File: src/hdl/spq_pkg.sv
// Shared types, codes and defaults for the sorted priority queue.
`timescale 1ns / 1ps
package spq_pkg;

	// Default number of entries the queue holds
	localparam int DEPTH_DEF = 16;

	// Operation codes carried in a request
	localparam logic [1:0] KIND_ENQ  = 2'd0;
	localparam logic [1:0] KIND_DEQ  = 2'd1;
	localparam logic [1:0] KIND_PEEK = 2'd2;

	// Status codes returned with every response
	localparam logic [1:0] STAT_OK    = 2'd0;
	localparam logic [1:0] STAT_EMPTY = 2'd1;
	localparam logic [1:0] STAT_FULL  = 2'd2;

	// One stored entry: process id and priority number
	typedef struct packed {
		logic [15:0] id;
		logic [7:0]  prio;
	} entry_t;

	// Request payload
	typedef struct packed {
		logic [1:0]  kind;
		logic [15:0] proc_id;
		logic [7:0]  prio;
	} req_t;

	// Response payload
	typedef struct packed {
		logic [1:0]  status;
		logic [15:0] out_id;
		logic [7:0]  out_prio;
		logic [4:0]  count;
	} rsp_t;

endpackage

File: src/hdl/sorted_priority_queue_top.sv
// Top level of the sorted priority queue: sequencer, entry store, response register.
//
//  channel | direction | handshake              | payload
//  req     | in        | req_valid / req_ready  | req_data (kind, proc_id, prio)
//  rsp     | out       | rsp_valid / rsp_ready  | rsp_data (status, out_id, out_prio, count)
//
// One request is worked at a time; the entry store's single read port sets the pace.
// Enqueue walks from the tail toward the head, moving up to DEPTH-1 entries one slot back,
// then writes the new entry; dequeue and peek read the head; full, empty and unused kinds
// go straight to the response. The next request waits for the response register to load.
// Reset clears the sequencer state, head pointer, fill count and response valid; the store is not swept.
// A waiting response stalls the sequencer in its final state; req_ready drops meanwhile.
`timescale 1ns / 1ps
module sorted_priority_queue_top #(
	parameter int DEPTH = spq_pkg::DEPTH_DEF,
	localparam int AW = (DEPTH > 1) ? $clog2(DEPTH) : 1
) (
	input  logic            clk,
	input  logic            arst_n,
	input  logic            req_valid,
	output logic            req_ready,
	input  spq_pkg::req_t   req_data,
	output logic            rsp_valid,
	input  logic            rsp_ready,
	output spq_pkg::rsp_t   rsp_data
);

	logic              res_valid;
	logic              res_take;
	spq_pkg::rsp_t     res_data;
	logic              mem_we;
	logic [AW-1:0]     mem_waddr;
	spq_pkg::entry_t   mem_wdata;
	logic              mem_re;
	logic [AW-1:0]     mem_raddr;
	spq_pkg::entry_t   mem_rdata;
	logic              rsp_valid_q;
	spq_pkg::rsp_t     rsp_q;

	spq_ctrl #(.DEPTH(DEPTH)) u_ctrl (
		.clk       (clk),
		.arst_n    (arst_n),
		.req_valid (req_valid),
		.req_ready (req_ready),
		.req_data  (req_data),
		.res_valid (res_valid),
		.res_take  (res_take),
		.res_data  (res_data),
		.mem_we    (mem_we),
		.mem_waddr (mem_waddr),
		.mem_wdata (mem_wdata),
		.mem_re    (mem_re),
		.mem_raddr (mem_raddr),
		.mem_rdata (mem_rdata)
	);

	spq_mem #(.DEPTH(DEPTH)) u_mem (
		.clk   (clk),
		.we    (mem_we),
		.waddr (mem_waddr),
		.wdata (mem_wdata),
		.re    (mem_re),
		.raddr (mem_raddr),
		.rdata (mem_rdata)
	);

	// Move a finished result into the response register when it is free
	assign res_take = res_valid && (!rsp_valid_q || rsp_ready);

	always_ff @(posedge clk or negedge arst_n) begin
		if (!arst_n) begin
			rsp_valid_q <= 1'b0;
		end else if (res_take) begin
			rsp_valid_q <= 1'b1;
		end else if (rsp_ready) begin
			rsp_valid_q <= 1'b0;
		end
	end

	always_ff @(posedge clk) begin
		if (res_take) begin
			rsp_q <= res_data;
		end
	end

	assign rsp_valid = rsp_valid_q;
	assign rsp_data  = rsp_q;

endmodule

File: src/hdl/spq_mem.sv
// Entry store: one write port, one read port, registered read data.
`timescale 1ns / 1ps
module spq_mem #(
	parameter int DEPTH = spq_pkg::DEPTH_DEF,
	localparam int AW = (DEPTH > 1) ? $clog2(DEPTH) : 1
) (
	input  logic              clk,
	input  logic              we,
	input  logic [AW-1:0]     waddr,
	input  spq_pkg::entry_t   wdata,
	input  logic              re,
	input  logic [AW-1:0]     raddr,
	output spq_pkg::entry_t   rdata
);

	spq_pkg::entry_t mem [DEPTH];
	spq_pkg::entry_t rdata_q;

	// Write one entry
	always_ff @(posedge clk) begin
		if (we) begin
			mem[waddr] <= wdata;
		end
	end

	// Read one entry, data valid the next cycle
	always_ff @(posedge clk) begin
		if (re) begin
			rdata_q <= mem[raddr];
		end
	end

	assign rdata = rdata_q;

endmodule

File: src/hdl/spq_ctrl.sv
// Sequencer: head pointer, fill count and the insertion shift walk.
`timescale 1ns / 1ps
module spq_ctrl #(
	parameter int DEPTH = spq_pkg::DEPTH_DEF,
	localparam int AW = (DEPTH > 1) ? $clog2(DEPTH) : 1,
	localparam int CW = $clog2(DEPTH + 1)
) (
	input  logic              clk,
	input  logic              arst_n,
	input  logic              req_valid,
	output logic              req_ready,
	input  spq_pkg::req_t     req_data,
	output logic              res_valid,
	input  logic              res_take,
	output spq_pkg::rsp_t     res_data,
	output logic              mem_we,
	output logic [AW-1:0]     mem_waddr,
	output spq_pkg::entry_t   mem_wdata,
	output logic              mem_re,
	output logic [AW-1:0]     mem_raddr,
	input  spq_pkg::entry_t   mem_rdata
);

	localparam logic [2:0] ST_IDLE  = 3'd0;
	localparam logic [2:0] ST_ENQ   = 3'd1;
	localparam logic [2:0] ST_INS   = 3'd2;
	localparam logic [2:0] ST_FRONT = 3'd3;
	localparam logic [2:0] ST_RESP  = 3'd4;

	logic [2:0]          state_q, state_d;
	logic [AW-1:0]       head_q, head_d;
	logic [CW-1:0]       held_q, held_d;
	logic [AW-1:0]       idx_q, idx_d;
	spq_pkg::req_t       op_q;
	logic [1:0]          status_q, status_d;
	spq_pkg::entry_t     front_q, front_d;
	logic                req_fire;
	spq_pkg::entry_t     new_entry;

	// Circular address: base plus offset, both below DEPTH
	function automatic logic [AW-1:0] wrap_add(input logic [AW-1:0] a, input logic [AW-1:0] b);
		logic [AW:0] s;
		s = {1'b0, a} + {1'b0, b};
		if (s >= (AW+1)'(DEPTH)) begin
			s = s - (AW+1)'(DEPTH);
		end
		return s[AW-1:0];
	endfunction

	assign req_ready = (state_q == ST_IDLE);
	assign req_fire  = req_valid && req_ready;
	assign new_entry = '{id: op_q.proc_id, prio: op_q.prio};

	assign res_valid         = (state_q == ST_RESP);
	assign res_data.status   = status_q;
	assign res_data.out_id   = front_q.id;
	assign res_data.out_prio = front_q.prio;
	assign res_data.count    = 5'(held_q);

	// Decode the request, walk the shift toward the head and read the front entry
	always_comb begin
		state_d   = state_q;
		head_d    = head_q;
		held_d    = held_q;
		idx_d     = idx_q;
		status_d  = status_q;
		front_d   = front_q;
		mem_we    = 1'b0;
		mem_waddr = head_q;
		mem_wdata = new_entry;
		mem_re    = 1'b0;
		mem_raddr = head_q;
		unique case (state_q)
			ST_IDLE: begin
				if (req_fire) begin
					status_d = spq_pkg::STAT_OK;
					front_d  = '0;
					state_d  = ST_RESP;
					if (req_data.kind == spq_pkg::KIND_ENQ) begin
						if (held_q == CW'(DEPTH)) begin
							status_d = spq_pkg::STAT_FULL;
						end else if (held_q == '0) begin
							state_d = ST_INS;
						end else begin
							// fetch the tail entry
							idx_d     = held_q[AW-1:0];
							mem_re    = 1'b1;
							mem_raddr = wrap_add(head_q, held_q[AW-1:0] - AW'(1));
							state_d   = ST_ENQ;
						end
					end else if (req_data.kind == spq_pkg::KIND_DEQ ||
						req_data.kind == spq_pkg::KIND_PEEK) begin
						if (held_q == '0) begin
							status_d = spq_pkg::STAT_EMPTY;
						end else begin
							mem_re    = 1'b1;
							mem_raddr = head_q;
							state_d   = ST_FRONT;
						end
					end
				end
			end
			ST_ENQ: begin
				// entry at idx-1 is in mem_rdata; slot idx is free
				mem_we    = 1'b1;
				mem_waddr = wrap_add(head_q, idx_q);
				if (mem_rdata.prio >= op_q.prio) begin
					mem_wdata = mem_rdata;
					if (idx_q == AW'(1)) begin
						state_d = ST_INS;
					end else begin
						mem_re    = 1'b1;
						mem_raddr = wrap_add(head_q, idx_q - AW'(1) - AW'(1));
						idx_d     = idx_q - AW'(1);
					end
				end else begin
					mem_wdata = new_entry;
					held_d    = held_q + CW'(1);
					state_d   = ST_RESP;
				end
			end
			ST_INS: begin
				// place the new entry at the head
				mem_we    = 1'b1;
				mem_waddr = head_q;
				mem_wdata = new_entry;
				held_d    = held_q + CW'(1);
				state_d   = ST_RESP;
			end
			ST_FRONT: begin
				front_d = mem_rdata;
				if (op_q.kind == spq_pkg::KIND_DEQ) begin
					head_d = wrap_add(head_q, AW'(1));
					held_d = held_q - CW'(1);
				end
				state_d = ST_RESP;
			end
			ST_RESP: begin
				if (res_take) begin
					state_d = ST_IDLE;
				end
			end
			default: begin
				state_d = ST_IDLE;
			end
		endcase
	end

	// Hold control state
	always_ff @(posedge clk or negedge arst_n) begin
		if (!arst_n) begin
			state_q <= ST_IDLE;
			head_q  <= '0;
			held_q  <= '0;
		end else begin
			state_q <= state_d;
			head_q  <= head_d;
			held_q  <= held_d;
		end
	end

	// Hold request and result payload
	always_ff @(posedge clk) begin
		if (req_fire) begin
			op_q <= req_data;
		end
		idx_q    <= idx_d;
		status_q <= status_d;
		front_q  <= front_d;
	end

	// Fill count never exceeds the store
	a_held_range: assert property (@(posedge clk) disable iff (!arst_n)
		held_q <= CW'(DEPTH))
		else $error("fill count above depth");

	// A shift walk only runs with room left
	a_enq_room: assert property (@(posedge clk) disable iff (!arst_n)
		(state_q == ST_ENQ || state_q == ST_INS) |-> held_q < CW'(DEPTH))
		else $error("insertion into a full store");

	// An accepted request leaves idle
	a_leave_idle: assert property (@(posedge clk) disable iff (!arst_n)
		req_fire |=> state_q != ST_IDLE)
		else $error("request accepted without progress");

	// A full report only comes with a full store
	a_full_status: assert property (@(posedge clk) disable iff (!arst_n)
		(res_valid && status_q == spq_pkg::STAT_FULL) |-> held_q == CW'(DEPTH))
		else $error("full status with room left");

	// Writes happen only while an enqueue is placed
	a_write_state: assert property (@(posedge clk) disable iff (!arst_n)
		mem_we |-> (state_q == ST_ENQ || state_q == ST_INS))
		else $error("store written outside insertion");

endmodule

File: config.mk
export PLATFORM = sky130hd
export DESIGN_NAME = sorted_priority_queue_top
export DESIGN_NICKNAME = d
export VERILOG_FILES = /design/src/hdl/spq_pkg.sv /design/src/hdl/sorted_priority_queue_top.sv /design/src/hdl/spq_mem.sv /design/src/hdl/spq_ctrl.sv
export SDC_FILE = /design/constraint.sdc
export NUM_CORES = 1
export LEC_CHECK = 0
export BUFFER_PORTS_ARGS = -buffer_cell sky130_fd_sc_hd__buf_2
export CORE_ASPECT_RATIO = 0.5
export CORE_UTILIZATION = 60
export DETAILED_ROUTE_END_ITERATION = 8
export PLACE_DENSITY = 0.77
export SETUP_SLACK_MARGIN = 0.4
export SYNTH_ARGS = -nofsm -noshare
export SYNTH_HDL_FRONTEND = slang
export SYNTH_SLANG_ARGS = --single-unit
File: constraint.sdc
create_clock -name clk -period 9.8 [get_ports clk]
set_input_delay 0.98 -clock clk [delete_from_list [all_inputs] [get_ports clk]]
set_output_delay 0.98 -clock clk [all_outputs]
set_load 0.1 [all_outputs]
==> results.sh, run 1 <==
export IMPL_yosys_top_cells_area="edfxtp_1, mux2i_1, a22oi_1"
export IMPL_criticalPathCategory="register to register"
export IMPL_cts_setup_buffers=0
export IMPL_synthTopCellsByCount="edfxtp_1, mux2i_1, a22oi_1, nor2_1, nand2_1"
export IMPL_yosys_area_top_type="edfxtp_1"
export IMPL_dieHeight_um=133.4
export IMPL_p_clk_share_pct=24.4
export IMPL_cts_max_level=2
export IMPL_syn_to_final_growth_pct=10.32
export IMPL_drv_cap=0
export IMPL_combPwrFrac_pct=30.1
export IMPL_dp_cells=1671
export IMPL_syn_nets=1254
export IMPL_power_density_nw_per_um2=286.0
export IMPL_dr_pass1_iters=5
export IMPL_grt_max_degree=147
export IMPL_synth_most_common_cell="edfxtp_1"
export IMPL_timing_setup_tns_ps=0
export IMPL_remaining_drc_errors=0
export IMPL_overflow=0
export IMPL_cp_max_fo=58
export IMPL_vias=10660
export IMPL_grt_pass1_wl_um=63220
export IMPL_arrival_ps=5310
export IMPL_core_um2=33520
export IMPL_p_total_mw=6.537
export IMPL_initial_utilization_pct=61.81
export IMPL_outcome="complete, no violations"
export IMPL_grt_usage_pct=24.28
export IMPL_clkTransAtPathRegs_ps=70
export IMPL_syn_area_um2=20720
export IMPL_final_layout_size_suffix_gt1_share_pct=15.95
export IMPL_place_hpwl_um=22980
export IMPL_power_internal_mw=4.330
export IMPL_syn_avg_cell_area_um2=17.35
export IMPL_critPathRequiredTime_ps=10080
export IMPL_worst_slack_ps=4774
export IMPL_slew_violations=0
export IMPL_synth_cell_type_count=55
export IMPL_finClkSkew_ps=17.10
export IMPL_p_leak_nw=9.255
export IMPL_switching_share_pct=33.75
export IMPL_switchingPower_mw=2.206
export IMPL_routabilityCongestion=0.8437
export IMPL_synth_edf_count=495
export IMPL_nets=1334
export IMPL_synth_top_area_share_pct=71.75
export IMPL_final_antenna_net_count=0
export IMPL_syn_inst=1194
export IMPL_start_kind="register"
export IMPL_drtIter0Drc=959
export IMPL_worstReg2RegStart="u_ctrl.state_q[0]"
export IMPL_post_route_period_util_pct=51.28
export IMPL_port_buffers=62
export IMPL_clk_path_buf_depth=3
export IMPL_hp_class="input port to asynchronous set/reset pin"
export IMPL_worstMarginPinSlew_ps=1195
export IMPL_fill_cells=2170
export IMPL_hold_viol_final=0
export IMPL_cp_end_kind="register"
export IMPL_viasPerCell=6.107
export IMPL_die_area_um2=35320
export IMPL_crit_path_start="u_ctrl.state_q[0]"
export IMPL_synth_seq_cells=508
export IMPL_tritoncts="yes"
export IMPL_grt_pass1_vias=10590
export IMPL_die_width_um=264.8
export IMPL_ys_async_sr_fraction_pct=2.559
export IMPL_period_needed_ps=5026
export IMPL_whs_ps=320.9
export IMPL_ys_flop_type="edfxtp_1"
export IMPL_slew_headroom_pct=20.33
export IMPL_rows=47
export IMPL_ys_seq_area_share_pct=73.32
export IMPL_clk_latency_ps=560
export IMPL_cts_buffers_inserted=42
export IMPL_wirelength_um=42340
export IMPL_finalSetupViolCount=0
export IMPL_hold_buffers=0
export IMPL_io_pins=63
export IMPL_rsz0062_at_grt="false"
export IMPL_wire_per_inst_um=24.25
export IMPL_cts_root_buf="clkbuf_16"
export IMPL_yosysWarnings=0
export IMPL_seqPwrFrac_pct=45.5
export IMPL_pre_cts_ws_ps=4609
export IMPL_vdd_drop_max_uv=284.7
export IMPL_grt_antenna_before_repair=0
export IMPL_fmax_ghz=0.1990
export IMPL_final_cells=1746
export IMPL_clock_sinks=508
export IMPL_cts_resized=0
## cell usage in the layout (no fill, tap or decap), types with 7 or more instances in the layout
cell type,synthesis,layout
clkinv_1,0,12
edfxtp_1,495,495
a21oi_1,17,16
ha_1,26,26
nand2_1,32,32
o21ai_0,11,10
xnor2_1,18,17
a22oi_1,49,49
and2_1,24,24
inv_1,25,25
o21ai_1,24,24
buf_2,26,62
nand3_1,25,25
buf_4,6,28
dfrtp_1,13,13
a21o_1,7,7
mux2i_1,261,261
clkbuf_16,0,43
nor2_2,0,17
mux2_2,25,25
nor2_1,34,16
## per-layer routing
metal | up-vias | global-route usage (%) | share of wire, %
li1 | 4781 | - | -
met1 | 5435 | 35.26 | 44
met2 | 395 | 39.20 | 48
met3 | 52 | 4.140 | 7.3
met4 | 0 | 5.363 | 1.3
met5 | - | 0 | 0
## critical path, stage by stage, from the launching register on
cell and delay, ps:
dfrtp_1 520, nor3_4 250, nand2_2 110, inv_2 660
and3_1 350, a21oi_4 90, a221oi_4 330, buf_4 810
buf_4 770, mux2i_1 300, mux2i_1 100, mux2i_1 240
o21ai_1 100
## worst paths after layout
path / end / slack (ps) / depth (start not counted)
max: u_mem.rdata[10] / 4770 / 12
min: u_ctrl.state_q[2] / 320 / 1
max reg2reg: u_mem.rdata[10] / 4770 / 12
min reg2reg: rsp_data[6] / 420 / 0
max in group asynchronous: u_ctrl.head_q[3] / 9220 / 1
min in group clk: rsp_data[6] / 420 / 0
## power groups by stage
| stage | clock network, mW | registers, mW | logic [mW] |
|---|---|---|---|
| 2_1_floorplan | 0 | 3.26 | 1.23 |
| 3_3_place_gp | 0 | 3.01 | 1.89 |
| 3_5_place_dp | 0 | 3.02 | 1.95 |
| 4_1_cts | 1.61 | 2.97 | 1.97 |
| 5_1_grt | 1.70 | 2.99 | 2.10 |
| 6_report | 1.59 | 2.97 | 1.97 |
## sequential cells by signal, summed over array words and instances (netlist names)
signal / cells
u_mem.mem: 384
rsp_data: 31
u_ctrl.new_entry: 24
u_ctrl.res_data: 24
u_mem.rdata: 24
u_ctrl.held_q: 5
u_ctrl.head_q: 4
u_ctrl.idx_q: 4
u_ctrl.state_q: 3
u_ctrl.op_q: 2
u_ctrl.status_q: 2
rsp_valid: 1
## logic make-up (layout without fill, tap and decap cells)
family	count (synthesis)	count (layout)	synth area share, %
compound gates	124	124	4.210
xor+xnor	23	23	0.9723
fa+ha+maj	30	30	1.957
buf+inv	81	191	2.108
flops	508	508	73.32
mux	286	286	13.97
other cells	0	1	0
simple gates	142	142	3.467
## metrics by stage
step | cell area (µm²) | util (%)
floorplan | 20720 | -
global placement | 21560 | 64.33
detailed placement | 21560 | 64.33
CTS | 22850 | 68.17
global route | 22850 | 68.17
finish | 22850 | 68.18
## layout make-up
| class | count | area [µm²] | area share (%) |
|---|---|---|---|
| Antenna cell | 1 | 2.502 | 0.01095 |
| Clock buffer | 50 | 1122 | 4.911 |
| Clock inverter | 24 | 165.2 | 0.7227 |
| Inverter | 26 | 97.59 | 0.4270 |
| Multi-Input combinational cell | 605 | 5185 | 22.69 |
| Sequential cell | 508 | 15190 | 66.46 |
| Tap cell | 441 | 551.8 | 2.414 |
| Timing Repair Buffer | 91 | 540.5 | 2.365 |
Note: power is estimated with default switching activity, not from simulation.
==> inputs of run 2 (changes only) <==
==> constraint.sdc (replaced) <==
create_clock -name clk -period 5.05 [get_ports clk]
set_input_delay 0.505 -clock clk [delete_from_list [all_inputs] [get_ports clk]]
set_output_delay 0.505 -clock clk [all_outputs]
set_load 0.1 [all_outputs]
==> run 2 against run 1 <==
Compared with the run above: critical path depth rose by 1; final area is 1.1% higher; final cell count rose by 1.1%; combinational power grew 97%; count of clock-buffer cells in the layout increased by 5; non-clock buffer count increased by 14; wire length increased by 1.8%; global-route usage increased by 0.62 points; worst setup slack got worse by 4100 ps; largest cell class unchanged.
==> results.sh, run 2 (same netlist as run 1, synthesis figures left out) <==
export IMPL_io_pins=63
export IMPL_cp_common_cell="inv_1"
export IMPL_remaining_drc_errors=0
export IMPL_place_area_um2=21670
export IMPL_wire_per_inst_um=24.42
export IMPL_rsz0062_at_grt="false"
export IMPL_power_density_nw_per_um2=559.9
export IMPL_cp_slowest_cell="nor2b_2"
export IMPL_whs_ps=122.9
export IMPL_critical_path_cell_chain="inv_1 > ha_1 > xnor2_1 > inv_1 > fa_1 > inv_1 > a221oi_4 > buf_4 > nor2b_2 > buf_4 > a22oi_1 > nand3_1 > o21ai_1"
export IMPL_nets=1350
export IMPL_cts_buffers_inserted=44
export IMPL_port_buffers=62
export IMPL_place_hpwl_um=24910
export IMPL_clk_latency_ps=550
export IMPL_finalSetupViolCount=0
export IMPL_routabilityCongestion=0.8966
export IMPL_seqPwrFrac_pct=44.6
export IMPL_largest_register="u_mem.mem"
export IMPL_r2r_slack_ps=720
export IMPL_drv_cap=0
export IMPL_initial_utilization_pct=61.81
export IMPL_cp_top_family="buffers and inverters"
export IMPL_hold_buffers=1
export IMPL_arrival_ps=4610
export IMPL_clock_sinks=508
export IMPL_design_area_um2=23100
export IMPL_switchingPower_mw=4.333
export IMPL_largest_reg_flops=384
export IMPL_p_clk_share_pct=25.3
export IMPL_worstMarginPinSlew_ps=1120
export IMPL_path_buf_inv=5
export IMPL_syn_to_final_growth_pct=11.50
export IMPL_clkTransAtPathRegs_ps=70
export IMPL_hp_class="input port to register"
export IMPL_final_layout_size_suffix_gt1_share_pct=17.07
export IMPL_finClkSkew_ps=12.21
export IMPL_power_internal_mw=8.599
export IMPL_slew_violations=0
export IMPL_die_area_um2=35320
export IMPL_slowest_delay_ps=740
export IMPL_slew_headroom_pct=25.14
export IMPL_outcome="complete, no violations"
export IMPL_grt_usage_pct=24.90
export IMPL_critPathRequiredTime_ps=5330
export IMPL_criticalPathCategory="register to register"
export IMPL_timing_setup_tns_ps=0
export IMPL_grt_max_degree=55
export IMPL_layout_cells_most_common_list="edfxtp_1, mux2i_1, buf_2"
export IMPL_switching_share_pct=33.51
export IMPL_tritoncts="yes"
export IMPL_cts_root_buf="clkbuf_16"
export IMPL_core_um2=33520
export IMPL_drtIter0Drc=1188
export IMPL_cts_max_level=2
export IMPL_diodes=0
export IMPL_vias=10820
export IMPL_die_width_um=264.8
export IMPL_grt_antenna_before_repair=0
export IMPL_fmax_ghz=0.2309
export IMPL_post_route_period_util_pct=85.74
export IMPL_cp_end_kind="register"
export IMPL_cts_setup_buffers=0
export IMPL_clk_path_buf_depth=3
export IMPL_p_leak_nw=9.382
export IMPL_rows=47
export IMPL_grt_pass1_wl_um=64380
export IMPL_fill_cells=2110
export IMPL_min_from="req_data[21]"
export IMPL_period_needed_ps=4330
export IMPL_final_antenna_net_count=0
export IMPL_overflow=0
export IMPL_cp_max_fo=15
export IMPL_hold_viol_final=0
export IMPL_wirelength_um=43100
export IMPL_cts_resized=0
export IMPL_grt_pass1_vias=10810
export IMPL_start_kind="register"
export IMPL_viasPerCell=6.130
export IMPL_worstReg2RegStart="u_ctrl.idx_q[0]"
export IMPL_crit_path_start="u_ctrl.idx_q[0]"
export IMPL_dr_pass1_iters=5
export IMPL_layout_commonest_cell="edfxtp_1"
export IMPL_combPwrFrac_pct=30.0
export IMPL_dieHeight_um=133.4
export IMPL_vdd_drop_max_uv=268.5
## run 2: cell types whose count changed in the layout (fill, tap and decap cells not counted), moves of 2 or more
cell / delta
bufinv_16: +2
clkbuf_16: +3
clkbuf_1: +4
clkinv_1: -3
clkinv_2: +2
clkbuf_8: -2
buf_12: +2
buf_4: +10
## run 2: power groups by stage
stage | sequential (mW) | combinational (mW) | clock [mW]
finish | 5.77 | 3.88 | 3.28
global route | 5.82 | 4.15 | 3.50
CTS | 5.77 | 3.88 | 3.33
detailed placement | 5.86 | 3.84 | 0
global placement | 5.84 | 3.71 | 0
floorplan | 6.33 | 2.39 | 0
## run 2: layout make-up
| class | count | area (µm²) | share of cell area [%] |
|---|---|---|---|
| flip-flops and latches | 508 | 15190 | 65.76 |
| multi-input cells | 605 | 5180 | 22.42 |
| clock buffers | 55 | 1185 | 5.129 |
| repair buffers | 105 | 680.7 | 2.947 |
| well taps | 441 | 551.8 | 2.389 |
| clock inverters | 25 | 215.2 | 0.9316 |
| inverters | 26 | 97.59 | 0.4225 |
## run 2: routing by layer
metal,vias to the layer above,share of wire [%],wire [µm],GRT usage (%)
li1,4802,-,-,-
met1,5499,44,18790,36.54
met2,455,47,20180,39.42
met3,63,8.0,3427,4.270
met4,0,1.6,705,6.198
met5,-,0,0,0
## run 2: path summary, 6_finish.rpt
kind / endpoint / cells past startpoint
setup / recovery: u_mem.rdata[18] / 13
hold / removal: u_ctrl.new_entry[21] / 1
setup reg to reg: u_mem.rdata[18] / 13
hold reg to reg: rsp_data[28] / 0
max in group asynchronous: u_ctrl.held_q[4] / 2
min in group asynchronous: u_ctrl.head_q[1] / 2
## run 2: stage by stage
step / setup WS, ps / utilization [%] / instances / total power [mW]
after floorplan: 1320 / - / 1194 / 8.728
after global placement: 874.8 / 64.66 / 1683 / 9.548
after detailed placement: 794.8 / 64.66 / 1683 / 9.706
after CTS: 755.1 / 68.87 / 1764 / 12.98
after global routing: 555.5 / 68.91 / 1765 / 13.46
final: 719.9 / 68.91 / 1765 / 12.93
## run 2: worst reg2reg max path, stage by stage (launching register included)
cell	delay [ps]
edfxtp_1	510
inv_1	100
ha_1	350
xnor2_1	230
inv_1	80
fa_1	480
inv_1	70
a221oi_4	460
buf_4	350
nor2b_2	740
buf_4	360
a22oi_1	140
nand3_1	120
o21ai_1	70
==> inputs of run 3 (changes only) <==
--- a/config.mk
+++ b/config.mk
@@ -10,6 +10,7 @@
 export CORE_UTILIZATION = 60
 export DETAILED_ROUTE_END_ITERATION = 8
 export PLACE_DENSITY = 0.77
+export RECOVER_POWER = 25
 export SETUP_SLACK_MARGIN = 0.4
 export SYNTH_ARGS = -nofsm -noshare
 export SYNTH_HDL_FRONTEND = slang
==> constraint.sdc (replaced) <==
create_clock -name clk -period 5.05 [get_ports clk]
set_input_delay 0.505 -clock clk [delete_from_list [all_inputs] [get_ports clk]]
set_output_delay 0.505 -clock clk [all_outputs]
set_load 0.005 [all_outputs]
==> run 3 against run 2 <==
Compared with the run above: register-to-register slack worse by 290 ps; the run now ends with max-capacitance violations, max-slew violations left; largest power group unchanged; final cell count unchanged; fmax down 6.2%; count of clock-buffer cells in the layout unchanged; die area unchanged; wire length up 0.16%; sequential share of layout area up 0.29 points.
==> results.sh, run 3 (same netlist as run 1, synthesis figures left out) <==
export IMPL_fmax_ghz=0.2166
export IMPL_overflow=0
export IMPL_cts_setup_buffers=0
export IMPL_port_buffers=62
export IMPL_clock_sinks=508
export IMPL_cp_max_fo=26
export IMPL_dieHeight_um=133.4
export IMPL_p_clk_share_pct=26.7
export IMPL_cp_slowest_cell="clkbuf_1"
export IMPL_fill_cells=2133
export IMPL_crit_end="u_mem.mem[10][0]"
export IMPL_initial_utilization_pct=61.81
export IMPL_clk_latency_ps=550
export IMPL_switching_share_pct=30.26
export IMPL_cts_root_buf="clkbuf_16"
export IMPL_layout_cells_most_common_list="edfxtp_1, mux2i_1, a22oi_1"
export IMPL_die_width_um=264.8
export IMPL_whs_ps=123.4
export IMPL_combPwrFrac_pct=26.2
export IMPL_drv_cap=4
export IMPL_hold_buffers=1
export IMPL_largest_register="u_mem.mem"
export IMPL_power_density_nw_per_um2=534.1
export IMPL_slew_violations=109
export IMPL_post_route_period_util_pct=91.40
export IMPL_viasPerCell=6.118
export IMPL_finalSetupViolCount=0
export IMPL_switchingPower_mw=3.717
export IMPL_diodes=0
export IMPL_hold_viol_final=0
export IMPL_reg2reg_to="u_mem.mem[10][0]"
export IMPL_p_leak_nw=9.275
export IMPL_nets=1350
export IMPL_use_met3_pct=4.270
export IMPL_cts_max_level=2
export IMPL_grt_use_met1_pct=36.54
export IMPL_timing_setup_tns_ps=0
export IMPL_rsz0062_at_grt="false"
export IMPL_remaining_drc_errors=0
export IMPL_cts_buffers_inserted=44
export IMPL_period_needed_ps=4616
export IMPL_slowest_delay_ps=1550
export IMPL_r2r_cells=9
export IMPL_worstReg2RegStart="u_mem.rdata[0]"
export IMPL_layout_commonest_cell="edfxtp_1"
export IMPL_arrival_ps=4860
export IMPL_r2r_slack_ps=430
export IMPL_start_kind="register"
export IMPL_cp_end_kind="register"
export IMPL_grt_usage_pct=24.90
export IMPL_grt_max_degree=55
export IMPL_outcome="finished, violations left"
export IMPL_hp_class="input port to register"
export IMPL_violations="max-capacitance violations, max-slew violations"
export IMPL_die_area_um2=35320
export IMPL_cts_resized=0
export IMPL_finClkSkew_ps=10.06
export IMPL_criticalPathCategory="register to register"
export IMPL_io_pins=63
export IMPL_vdd_drop_max_uv=269.2
export IMPL_clkTransAtPathRegs_ps=70
export IMPL_routabilityCongestion=0.8966
export IMPL_grt_pass1_vias=10810
export IMPL_power_internal_mw=8.566
export IMPL_tritoncts="yes"
export IMPL_critPathRequiredTime_ps=5300
export IMPL_grt_util_met2_pct=39.42
export IMPL_vias=10800
export IMPL_worstMarginPinSlew_ps=3196
export IMPL_seqPwrFrac_pct=47.1
export IMPL_grt_antenna_before_repair=0
export IMPL_core_um2=33520
export IMPL_clk_path_buf_depth=3
export IMPL_grt_pass1_wl_um=64380
export IMPL_wirelength_um=43170
export IMPL_syn_to_final_growth_pct=11.00
export IMPL_largest_reg_flops=384
export IMPL_wire_per_inst_um=24.46
export IMPL_final_antenna_net_count=0
export IMPL_drtIter0Drc=1136
export IMPL_slew_headroom_pct=-113.9
export IMPL_critical_path_cell_chain="inv_1 > ha_1 > nand2b_1 > a2111oi_0 > o31ai_4 > nand2_1 > clkbuf_1 > o21ai_0 > clkbuf_2"
export IMPL_crit_path_start="u_mem.rdata[0]"
export IMPL_final_layout_size_suffix_gt1_share_pct=14.58
export IMPL_busiest_layer="met2"
export IMPL_place_hpwl_um=24910
export IMPL_dr_pass1_iters=5
export IMPL_rows=47
## run 3: cell types whose count changed in the layout (fill, tap and decap cells not counted), moves of 2 or more
| cell | before | now |
|---|---|---|
| and2_1 | 24 | 10 |
| or2_1 | 2 | 0 |
| clkbuf_1 | 9 | 36 |
| buf_4 | 38 | 33 |
| or2_0 | 0 | 2 |
| buf_2 | 62 | 39 |
| and2_0 | 0 | 14 |
## run 3: how the worst min path moves through the flow
stage               cells past startpoint  slack [ps]                 from                   end
floorplan                               0         210               arst_n             rsp_valid
global placement                        0         400  u_ctrl.res_data[28]          rsp_data[28]
detailed placement                      0         400  u_ctrl.res_data[14]          rsp_data[14]
CTS                                     1         100         req_data[17]  u_ctrl.new_entry[17]
global route                            1          90         req_data[21]  u_ctrl.new_entry[21]
finish                                  1         120         req_data[21]  u_ctrl.new_entry[21]
## run 3: metal layers
| metal | wire length [µm] | up-vias |
|---|---|---|
| met5 | 0 | - |
| met3 | 4004 | 68 |
| met1 | 18320 | 5435 |
| met4 | 741 | 0 |
| met2 | 20110 | 494 |
| li1 | - | 4802 |
## run 3: per-stage QoR
step                power, mW  cells  setup slack [ps]  area [µm²]  utilization, %
floorplan               8.123   1194              1857       20720               -
global placement        8.948   1683             874.8       21670           64.66
detailed placement      9.105   1683             794.8       21670           64.66
CTS                     12.38   1764             755.1       23080           68.87
global route            12.81   1765             312.2       23000           68.61
finish                  12.28   1765             434.1       23000           68.61
## run 3: area by class of cell
| type | count | area [µm²] | area share (%) |
|---|---|---|---|
| Sequential cell | 508 | 15190 | 66.05 |
| Tap cell | 441 | 551.8 | 2.399 |
| Multi-Input combinational cell | 605 | 5124 | 22.28 |
| Clock inverter | 25 | 215.2 | 0.9358 |
| Timing Repair Buffer | 105 | 634.4 | 2.758 |
| Inverter | 26 | 97.59 | 0.4244 |
| Clock buffer | 55 | 1185 | 5.152 |
## run 3: power by group through the flow
| stage | logic, mW | registers (mW) | clock network, mW |
|---|---|---|---|
| 2_1_floorplan | 2.35 | 5.77 | 0 |
| 3_3_place_gp | 3.11 | 5.84 | 0 |
| 6_report | 3.22 | 5.78 | 3.28 |
| 3_5_place_dp | 3.24 | 5.86 | 0 |
| 4_1_cts | 3.28 | 5.77 | 3.33 |
| 5_1_grt | 3.49 | 5.83 | 3.50 |
## run 3: critical path: cells and delay by family (launching register included)
family | cells | cell delay [ps]
adder cells (fa/ha/maj) | 1 | 250
AND/OR/NAND/NOR | 2 | 270
buffers and inverters | 3 | 2070
AO/OA/AOI/OAI | 3 | 1350
flip-flops | 1 | 360
